<file path="src/hw/rtl/gha_pkg.sv">
// ----------------------------------------------------------------------------
// gha_pkg
// Shared types, constants and field arithmetic for the GHASH accumulator.
// ----------------------------------------------------------------------------
package gha_pkg;

   // block geometry
   localparam int BLOCK_BYTES = 16;
   localparam int BLOCK_W     = 8 * BLOCK_BYTES;
   localparam int COUNT_W     = 61;
   localparam int DIGIT_W     = 8;
   localparam int DIGITS      = BLOCK_W / DIGIT_W;
   localparam int CNT_W       = $clog2(DIGITS);

   localparam logic [CNT_W-1:0] DIGIT_LAST = CNT_W'(DIGITS - 1);
   localparam logic [4:0]       BYTES_FULL = 5'(BLOCK_BYTES);

   // top byte of the reduction term for x^128 + x^7 + x^2 + x + 1
   localparam logic [7:0] GF_POLY = 8'hE1;

   // configuration register indexes
   localparam logic [1:0] CSR_KEY_HIGH = 2'd0;
   localparam logic [1:0] CSR_KEY_LOW  = 2'd1;

   // input item
   typedef struct packed {
      logic [63:0] block_high;
      logic [63:0] block_low;
      logic [4:0]  valid_bytes;
      logic        is_text;
      logic        last;
   } gha_req_type;

   // result item
   typedef struct packed {
      logic [63:0] tag_high;
      logic [63:0] tag_low;
   } gha_rsp_type;

   // command passed from the front end to the multiplier
   typedef struct packed {
      logic [BLOCK_W-1:0] blk;
      logic [BLOCK_W-1:0] len;
      logic               has_data;
      logic               last;
   } gha_cmd_type;

   // queue status
   typedef struct packed {
      logic full;
      logic empty;
   } gha_qstat_type;

   // multiplier sequencer states
   typedef enum logic [1:0] {
      ST_IDLE,
      ST_DATA,
      ST_LEN,
      ST_OUT
   } gha_state_type;

   // multiply by x in gcm bit order (bit 127 is the x^0 coefficient)
   function automatic logic [BLOCK_W-1:0] gf_mul_x(input logic [BLOCK_W-1:0] w);
      logic [BLOCK_W-1:0] r;
      r = w >> 1;
      if (w[0]) begin
         r[BLOCK_W-1 -: 8] = r[BLOCK_W-1 -: 8] ^ GF_POLY;
      end
      return r;
   endfunction

   // one horner step: z * x^8 + digit * h, digit bit 7 is the lowest power
   function automatic logic [BLOCK_W-1:0] gf_digit_step(
      input logic [BLOCK_W-1:0] z,
      input logic [BLOCK_W-1:0] h,
      input logic [DIGIT_W-1:0] d
   );
      logic [BLOCK_W-1:0] r;
      logic [BLOCK_W-1:0] hx;
      r  = z;
      hx = h;
      for (int i = 0; i < DIGIT_W; i++) begin
         r = gf_mul_x(r);
      end
      for (int j = 0; j < DIGIT_W; j++) begin
         if (d[DIGIT_W-1-j]) begin
            r = r ^ hx;
         end
         hx = gf_mul_x(hx);
      end
      return r;
   endfunction

endpackage

</file>
<file path="src/hw/rtl/gha_front.sv">
// ----------------------------------------------------------------------------
// gha_front
// Accepts items, masks unused bytes, keeps the byte counts and builds the
// length block, then queues a command for the multiplier.
// ----------------------------------------------------------------------------
module gha_front (
   input  logic                   clock,
   input  logic                   reset,
   input  logic                   req_valid,
   output logic                   req_stall,
   input  gha_pkg::gha_req_type   req_data,
   input  gha_pkg::gha_qstat_type q_stat,
   output logic                   push_valid,
   output gha_pkg::gha_cmd_type   push_cmd
);
   import gha_pkg::*;

   logic [COUNT_W-1:0] aad_ff, aad_in;
   logic [COUNT_W-1:0] text_ff, text_in;
   logic               accept;
   logic [4:0]         nbytes;
   logic               has_data;
   logic [BLOCK_W-1:0] mask;
   logic [COUNT_W-1:0] aad_sum, text_sum;

   assign req_stall = q_stat.full;
   assign accept    = req_valid && !q_stat.full;

   // clamp the byte count and build the byte mask
   always_comb begin
      nbytes   = (req_data.valid_bytes > BYTES_FULL) ? BYTES_FULL : req_data.valid_bytes;
      has_data = (nbytes != 5'd0);
      for (int k = 0; k < BLOCK_BYTES; k++) begin
         mask[BLOCK_W-1-8*k -: 8] = (5'(k) < nbytes) ? 8'hFF : 8'h00;
      end
   end

   // running counts including this item
   always_comb begin
      aad_sum  = aad_ff;
      text_sum = text_ff;
      if (has_data && req_data.is_text) begin
         text_sum = text_ff + COUNT_W'(nbytes);
      end else if (has_data) begin
         aad_sum = aad_ff + COUNT_W'(nbytes);
      end
   end

   // counts clear after a last item
   always_comb begin
      aad_in  = aad_ff;
      text_in = text_ff;
      if (accept) begin
         aad_in  = req_data.last ? '0 : aad_sum;
         text_in = req_data.last ? '0 : text_sum;
      end
   end

   // command toward the queue; empty items that are not last are dropped
   always_comb begin
      push_valid        = accept && (has_data || req_data.last);
      push_cmd.blk      = {req_data.block_high, req_data.block_low} & mask;
      push_cmd.len      = {aad_sum, 3'b000, text_sum, 3'b000};
      push_cmd.has_data = has_data;
      push_cmd.last     = req_data.last;
   end

   always_ff @(posedge clock) begin
      if (reset) begin
         aad_ff  <= '0;
         text_ff <= '0;
      end else begin
         aad_ff  <= aad_in;
         text_ff <= text_in;
      end
   end

endmodule

</file>
<file path="src/hw/rtl/gha_queue.sv">
// ----------------------------------------------------------------------------
// gha_queue
// Small command queue between the front end and the multiplier.
// ----------------------------------------------------------------------------
module gha_queue #(
   parameter int DEPTH = 2
) (
   input  logic                   clock,
   input  logic                   reset,
   input  logic                   push_valid,
   input  gha_pkg::gha_cmd_type   push_cmd,
   input  logic                   pop,
   output gha_pkg::gha_cmd_type   head,
   output gha_pkg::gha_qstat_type q_stat
);
   import gha_pkg::*;

   localparam int PTR_W = (DEPTH > 1) ? $clog2(DEPTH) : 1;
   localparam int FILL_W = $clog2(DEPTH + 1);
   localparam logic [PTR_W-1:0]  PTR_LAST = PTR_W'(DEPTH - 1);
   localparam logic [FILL_W-1:0] FILL_MAX = FILL_W'(DEPTH);

   gha_cmd_type         entry_ff [DEPTH];
   logic [PTR_W-1:0]    wr_ptr_ff, wr_ptr_in;
   logic [PTR_W-1:0]    rd_ptr_ff, rd_ptr_in;
   logic [FILL_W-1:0]   fill_ff, fill_in;
   logic                do_push, do_pop;

   assign q_stat.full  = (fill_ff == FILL_MAX);
   assign q_stat.empty = (fill_ff == '0);
   assign head         = entry_ff[rd_ptr_ff];
   assign do_push      = push_valid && !q_stat.full;
   assign do_pop       = pop && !q_stat.empty;

   // pointer and fill update
   always_comb begin
      wr_ptr_in = wr_ptr_ff;
      rd_ptr_in = rd_ptr_ff;
      fill_in   = fill_ff;
      if (do_push) begin
         wr_ptr_in = (wr_ptr_ff == PTR_LAST) ? '0 : wr_ptr_ff + 1'b1;
      end
      if (do_pop) begin
         rd_ptr_in = (rd_ptr_ff == PTR_LAST) ? '0 : rd_ptr_ff + 1'b1;
      end
      if (do_push && !do_pop) begin
         fill_in = fill_ff + 1'b1;
      end else if (do_pop && !do_push) begin
         fill_in = fill_ff - 1'b1;
      end
   end

   always_ff @(posedge clock) begin
      if (reset) begin
         wr_ptr_ff <= '0;
         rd_ptr_ff <= '0;
         fill_ff   <= '0;
      end else begin
         wr_ptr_ff <= wr_ptr_in;
         rd_ptr_ff <= rd_ptr_in;
         fill_ff   <= fill_in;
      end
   end

   // entry storage
   always_ff @(posedge clock) begin
      if (do_push) begin
         entry_ff[wr_ptr_ff] <= push_cmd;
      end
   end

endmodule

</file>
<file path="src/hw/rtl/gha_back.sv">
// ----------------------------------------------------------------------------
// gha_back
// Digit-serial GF(2^128) multiplier with the accumulator and the result
// register. One 8-bit digit of the operand is folded in per cycle.
// ----------------------------------------------------------------------------
module gha_back (
   input  logic                        clock,
   input  logic                        reset,
   input  logic [gha_pkg::BLOCK_W-1:0] key,
   input  gha_pkg::gha_qstat_type      q_stat,
   input  gha_pkg::gha_cmd_type        head,
   output logic                        pop,
   output logic                        rsp_valid,
   input  logic                        rsp_stall,
   output gha_pkg::gha_rsp_type        rsp_data
);
   import gha_pkg::*;

   gha_state_type      state_ff, state_in;
   logic [BLOCK_W-1:0] acc_ff, acc_in;
   logic [BLOCK_W-1:0] op_ff, op_in;
   logic [BLOCK_W-1:0] len_ff, len_in;
   logic               last_ff, last_in;
   logic [CNT_W-1:0]   cnt_ff, cnt_in;
   logic               rsp_valid_ff, rsp_valid_in;
   gha_rsp_type        rsp_data_ff, rsp_data_in;
   logic [BLOCK_W-1:0] step;
   logic               out_free;

   assign step      = gf_digit_step(acc_ff, key, op_ff[DIGIT_W-1:0]);
   assign out_free  = !rsp_valid_ff || !rsp_stall;
   assign rsp_valid = rsp_valid_ff;
   assign rsp_data  = rsp_data_ff;

   // next state
   always_comb begin
      state_in = state_ff;
      unique case (state_ff)
         ST_IDLE: begin
            if (!q_stat.empty) begin
               state_in = head.has_data ? ST_DATA : ST_LEN;
            end
         end
         ST_DATA: begin
            if (cnt_ff == DIGIT_LAST) begin
               state_in = last_ff ? ST_LEN : ST_IDLE;
            end
         end
         ST_LEN: begin
            if (cnt_ff == DIGIT_LAST) begin
               state_in = ST_OUT;
            end
         end
         ST_OUT: begin
            if (out_free) begin
               state_in = ST_IDLE;
            end
         end
         default: state_in = ST_IDLE;
      endcase
   end

   // datapath and outputs
   always_comb begin
      acc_in       = acc_ff;
      op_in        = op_ff;
      len_in       = len_ff;
      last_in      = last_ff;
      cnt_in       = cnt_ff;
      pop          = 1'b0;
      rsp_valid_in = rsp_valid_ff && rsp_stall;
      rsp_data_in  = rsp_data_ff;
      unique case (state_ff)
         ST_IDLE: begin
            if (!q_stat.empty) begin
               pop     = 1'b1;
               len_in  = head.len;
               last_in = head.last;
               cnt_in  = '0;
               acc_in  = '0;
               op_in   = acc_ff ^ (head.has_data ? head.blk : head.len);
            end
         end
         ST_DATA: begin
            acc_in = step;
            op_in  = op_ff >> DIGIT_W;
            cnt_in = cnt_ff + 1'b1;
            // fold the length block straight into the next product
            if (cnt_ff == DIGIT_LAST && last_ff) begin
               op_in  = step ^ len_ff;
               acc_in = '0;
            end
         end
         ST_LEN: begin
            acc_in = step;
            op_in  = op_ff >> DIGIT_W;
            cnt_in = cnt_ff + 1'b1;
         end
         ST_OUT: begin
            if (out_free) begin
               rsp_valid_in         = 1'b1;
               rsp_data_in.tag_high = acc_ff[BLOCK_W-1 -: 64];
               rsp_data_in.tag_low  = acc_ff[63:0];
               acc_in               = '0;
            end
         end
         default: begin
         end
      endcase
   end

   always_ff @(posedge clock) begin
      if (reset) begin
         state_ff     <= ST_IDLE;
         acc_ff       <= '0;
         last_ff      <= 1'b0;
         cnt_ff       <= '0;
         rsp_valid_ff <= 1'b0;
      end else begin
         state_ff     <= state_in;
         acc_ff       <= acc_in;
         last_ff      <= last_in;
         cnt_ff       <= cnt_in;
         rsp_valid_ff <= rsp_valid_in;
      end
   end

   // payload registers
   always_ff @(posedge clock) begin
      op_ff       <= op_in;
      len_ff      <= len_in;
      rsp_data_ff <= rsp_data_in;
   end

endmodule

</file>
<file path="src/hw/rtl/ghash_accumulator_unit.sv">
// ----------------------------------------------------------------------------
// ghash_accumulator_unit
// GCM GHASH engine: hashes 16-byte blocks under key H and emits the tag.
// ----------------------------------------------------------------------------
// In the multiplier, each item with data takes an operand load and the
// digit-serial GF(2^128) multiply, which folds one 8-bit digit per cycle.
// A last item adds a length block multiply and a tag load into the result
// register, which waits while a result is stalled; a last item with no data
// takes only the load, the length multiply and the tag load. Items with no
// data that are not last are absorbed by the front end, which accepts items
// into a QUEUE_DEPTH command queue while the multiplier works, so the
// sustained rate is set by the multiplier. The user must write the key
// through the csr port only while the engine is idle; it is not enforced.
module ghash_accumulator_unit #(
   parameter int QUEUE_DEPTH = 2
) (
   input  logic                 clock,
   input  logic                 reset,
   input  logic                 req_valid,
   output logic                 req_stall,
   input  gha_pkg::gha_req_type req_data,
   output logic                 rsp_valid,
   input  logic                 rsp_stall,
   output gha_pkg::gha_rsp_type rsp_data,
   input  logic                 csr_write_en,
   input  logic [1:0]           csr_index,
   input  logic [63:0]          csr_write_data
);
   import gha_pkg::*;

   logic [63:0]   key_high_ff, key_high_in;
   logic [63:0]   key_low_ff, key_low_in;
   gha_qstat_type q_stat;
   gha_cmd_type   push_cmd, head;
   logic          push_valid, pop;

   // key register decode
   always_comb begin
      key_high_in = key_high_ff;
      key_low_in  = key_low_ff;
      if (csr_write_en) begin
         unique case (csr_index)
            CSR_KEY_HIGH: key_high_in = csr_write_data;
            CSR_KEY_LOW:  key_low_in  = csr_write_data;
            default: begin
            end
         endcase
      end
   end

   always_ff @(posedge clock) begin
      if (reset) begin
         key_high_ff <= '0;
         key_low_ff  <= '0;
      end else begin
         key_high_ff <= key_high_in;
         key_low_ff  <= key_low_in;
      end
   end

   // item intake and byte counts
   gha_front u_front (
      .clock      (clock),
      .reset      (reset),
      .req_valid  (req_valid),
      .req_stall  (req_stall),
      .req_data   (req_data),
      .q_stat     (q_stat),
      .push_valid (push_valid),
      .push_cmd   (push_cmd)
   );

   // command queue
   gha_queue #(
      .DEPTH (QUEUE_DEPTH)
   ) u_queue (
      .clock      (clock),
      .reset      (reset),
      .push_valid (push_valid),
      .push_cmd   (push_cmd),
      .pop        (pop),
      .head       (head),
      .q_stat     (q_stat)
   );

   // multiplier and result register
   gha_back u_back (
      .clock     (clock),
      .reset     (reset),
      .key       ({key_high_ff, key_low_ff}),
      .q_stat    (q_stat),
      .head      (head),
      .pop       (pop),
      .rsp_valid (rsp_valid),
      .rsp_stall (rsp_stall),
      .rsp_data  (rsp_data)
   );

endmodule

</file>
<file path="config.mk">
export PLATFORM = sky130hd
export DESIGN_NAME = ghash_accumulator_unit
export DESIGN_NICKNAME = d
export VERILOG_FILES = /design/src/hw/rtl/gha_pkg.sv /design/src/hw/rtl/gha_front.sv /design/src/hw/rtl/gha_queue.sv /design/src/hw/rtl/gha_back.sv /design/src/hw/rtl/ghash_accumulator_unit.sv
export SDC_FILE = /design/constraint.sdc
export NUM_CORES = 2
export LEC_CHECK = 0
export BUFFER_PORTS_ARGS = -buffer_cell sky130_fd_sc_hd__buf_2
export CORE_AREA = 2 2 411 413
export DETAILED_ROUTE_END_ITERATION = 16
export DIE_AREA = 0 0 413 415
export GPL_TIMING_DRIVEN = 0
export SYNTH_ARGS = -nofsm -noshare
export SYNTH_HDL_FRONTEND = slang
export SYNTH_SLANG_ARGS = --single-unit
</file>
<file path="constraint.sdc">
create_clock -name clock -period 15.3 [get_ports clock]
set_clock_uncertainty 0.15 [all_clocks]
set_input_delay 3.06 -clock clock [delete_from_list [all_inputs] [get_ports clock]]
set_output_delay 3.06 -clock clock [all_outputs]
set_load 0.005 [all_outputs]
</file>
==> metrics.csv <==
stage,metric,value,unit
placed_design,hpwlAfterDp,240,mm
drt,drt_iter0_markers,7412,
cts,numCtsBuffers,139,
timing,min_period,7340,ps
setup_path,crit_family,buffers and inverters,
setup_path,r2r_start,u_back.op_ff[4]$_DFFE_PP_,
power_and_ir_drop,ir_drop,129,µV
cts,htree_levels,4,
setup_path,crit_cells,13,
timing,setup_viol,0,
synthesis,syn-num-nets,6890,
synthesis,synthCells,6664,
power_and_ir_drop,p_leak,0.0271,µW
synthesis,synth_top_area_cell,edfxtp_1,
cells_and_area,multi_input_area,31600,µm²
setup_path,required,15680,ps
cells_and_area,fin_nets,7395,
cells_and_area,area_delta_synth_final,14.2,%
synthesis,synthTopCellsByArea,"edfxtp_1, dfxtp_1, xnor2_1, nand2_1, xor2_1",
placed_design,gp_congestion,1.03,
synthesis,synth-simple-area-share,0.143,
synthesis,synth.most_common_cell,nand2_1,
drt,dr.pass1.iters,8,
timing,setup-tns-final,0,ps
synthesis,synth_edf_count,882,
synthesis,synth_area,68000,µm²
synthesis,seq_area_frac_synth,0.504,
timing,clock.fmax,136,MHz
drt,vias,54526,
synthesis,synth_compound_area_frac,0.0846,
cts,path_clk_slew,60,ps
cts,insertion_delay,820,ps
cts,clock_sinks,1273,
run,maxCapViolations,1,
global_routing,grt_pass1_vias,50892,
cts,ctsHoldBuffers,0,
setup_path,rrSetupSlack,9440,ps
setup_path,worstSetupStartpoint,req_data[6],
placed_design,placed_area,73100,µm²
synthesis,synthAdderAreaFrac,0.00390,
cts,post_cts_resized,0,
setup_path,arrival,7720,ps
floorplan,floorplan.initialDensity,0.408,
cts,cts_tree,yes,
floorplan,die_x,413,µm
floorplan,die_y,415,µm
synthesis,synth_xor_xnor_area_share,0.191,
cts,cts_setup_buffers,0,
setup_path,reg2regPathDepth,9,
setup_path,crit_end,u_queue.entry_ff[0][38]$_DFFE_PP_,
timing,hold_viol_final,0,
global_routing,track_usage,0.346,
placed_design,portBuffers,333,
floorplan,rows,150,
cells_and_area,final.fill_count,15708,
setup_path,crit_fanout,10,
setup_path,worstSetupStartpointType,input port,
global_routing,gr-total-overflow,0,
synthesis,yosys_warnings,0,
synthesis,synth_ff_type,edfxtp_1,
status,status,"complete, but fails checks",
timing,tightest_slew,1550,ps
drt,final_antenna_net_count,0,
floorplan,io-pin-count,336,
global_routing,grt_pass1_wl,410,mm
cts,cts-root-buf,clkbuf_16,
cells_and_area,finish.utilization,0.466,
timing,rsz0062_at_grt,false,
setup_path,path_cells,buf_2 -> clkbuf_1 -> clkbuf_1 -> nor2_1 -> ha_1 -> a21oi_1 -> o21bai_1 -> a21oi_1 -> clkbuf_1 -> and4b_1 -> clkbuf_1 -> nand2_1 -> xnor2_1,
drt,drc,0,
synthesis,syn_area_per_cell,10.2,µm²
global_routing,grt_max_degree,90,
setup_path,cpMostUsedCell,clkbuf_1,
timing,relSlewSlack,-0.0360,
synthesis,ys_top_cells_by_count,"nand2_1, edfxtp_1, xnor2_1, clkbuf_1, dfxtp_1",
setup_path,criticalPathCategory,input port to flop,
setup_path,critical_path_buf_inv_count,5,
timing,hold-worst-slack,280,ps
setup_path,slowest_stage,clkbuf_1,
synthesis,async_reset_ff_frac,0,
timing,slew_violations,11,
min_path,hold_path.class,flop to flop,
setup_path,reg2reg_to,u_back.op_ff[3]$_DFFE_PP_,
cells_and_area,drive_gt1_frac,0.107,
power_and_ir_drop,powerDensity,163,nW/µm²
global_routing,grt_antenna_before_repair,22,
min_path,min_from,u_back.acc_ff[3]$_SDFFE_PP0P_,
synthesis,synth.distinct_cells,82,
synthesis,synth_top_area_share,0.389,
floorplan,die_area,171000,µm²
status,violations,"max-capacitance violations, max-slew violations",
drt,wl_per_cell,32.0,µm
cts,clk_path_buf_depth,3,
synthesis,synth_top_family_by_area,XOR/XNOR gates,
drt,drt_wl_total,304,mm
floorplan,coreArea,167000,µm²
timing,period_share,0.480,
drt,viasPerCell,5.74,
cells_and_area,finalInstanceArea,77700,µm²
setup_path,endpoint_kind,flop,
cells_and_area,seq_area,34300,µm²
setup_path,slowest_delay,850,ps
synthesis,ys_ff_latch,1273,
synthesis,synth_mux_area_frac,0.0407,
==> routing by layer <==
layer / global-route usage / share of wire
met1: 0.442 / 0.39
met2: 0.555 / 0.46
met3: 0.0541 / 0.084
met4: 0.200 / 0.067
met5: 0 / 0.00019
==> how the worst min path moves through the flow <==
stage / end / slack, ps / cells past startpoint
2_1_floorplan: u_back.rsp_data[0]$_DFFE_PP_ / 260 / 0
5_1_grt: u_back.rsp_data[6]$_DFFE_PP_ / 280 / 0
3_5_place_dp: u_back.rsp_data[2]$_DFFE_PP_ / 260 / 0
3_3_place_gp: u_back.rsp_data[2]$_DFFE_PP_ / 260 / 0
6_report: u_back.rsp_data[3]$_DFFE_PP_ / 280 / 0
4_1_cts: u_back.rsp_data[6]$_DFFE_PP_ / 280 / 0
==> cell families (layout without fill, tap and decap cells) <==
group | after synthesis | count (layout)
adders and majority gates | 20 | 20
muxes | 261 | 261
DFF | 1273 | 1273
AOI/OAI and AO/OA | 927 | 927
xor gates and xnor gates | 1346 | 1346
other | 0 | 4
and+or+nand+nor | 2278 | 2278
buffers and inverters | 559 | 1180
==> stage by stage <==
step	worst slack [ps]	cells	power [µW]
floorplan	5.54	6664	7210
global placement	-7720	9201	9310
detailed placement	7340	9231	9190
CTS	8170	9488	12500
global route	7870	9489	12900
finish	7960	9493	12700
==> flip-flops by register name, indices dropped and copies added (netlist names), named ones only <==
| register | count |
|---|---|
| u_queue.entry_ff | 504 |
| u_back.rsp_valid | 1 |
| u_queue.fill_ff | 2 |
| key_high_ff | 64 |
| key_low_ff | 64 |
| u_back.cnt_ff | 4 |
| u_back.rsp_data | 128 |
| u_back.state_ff | 2 |
| u_back.last_ff | 1 |
| u_queue.rd_ptr_ff | 1 |
| u_queue.wr_ptr_ff | 1 |
| u_back.len_ff | 122 |
| u_back.acc_ff | 128 |
| u_front.aad_ff | 61 |
| u_back.op_ff | 128 |
| u_front.text_ff | 61 |
==> power breakdown <==
part | total, µW | internal [µW] | switching [µW]
Clock | 3370 | 1850 | 1520
Sequential | 4830 | 4520 | 310
Combinational | 4450 | 1180 | 3270
Total | 12700 | 7550 | 5100
==> placed cells by master, fill, tap and decap left out, types with 9 or more instances in the layout <==
master     Yosys  routed
nand2_1     1554    1554
edfxtp_1     882     882
xnor2_1      868     868
clkbuf_1     430     461
dfxtp_1      391     391
xor2_1       388     388
buf_2         41     374
nor2_1       299     296
a21oi_1      294     294
a22oi_1      220     220
o21ai_0      214     213
clkbuf_16      0     139
mux2i_1      136     136
mux2_2       125     125
xnor3_1       83      83
and2_1        75      75
nor2b_1       69      69
nand3_1       62      62
buf_1         56      56
a31oi_1       53      53
o221ai_1      49      49
or3_1         38      38
nor3_1        34      34
clkinv_2       0      29
and3_1        28      28
nand4_1       27      27
inv_1         24      23
buf_12         0      22
nor4_1        20      20
and4_1        19      19
ha_1          18      18
clkinv_1       0      17
a21o_1        14      14
o31ai_1       11      11
a32o_1        10      10
nand3b_1       9       9
clkinv_16      0       9
==> final cells by class <==
type,instances,area share
Antenna cell,4,0.000129
Buffer,535,0.0269
Clock buffer,180,0.0477
Clock inverter,77,0.0107
Inverter,24,0.00122
Multi-Input combinational cell,4832,0.407
Sequential cell,1273,0.442
Tap cell,2204,0.0355
Timing Repair Buffer,364,0.0295
Power figures use the tool's default switching activity.
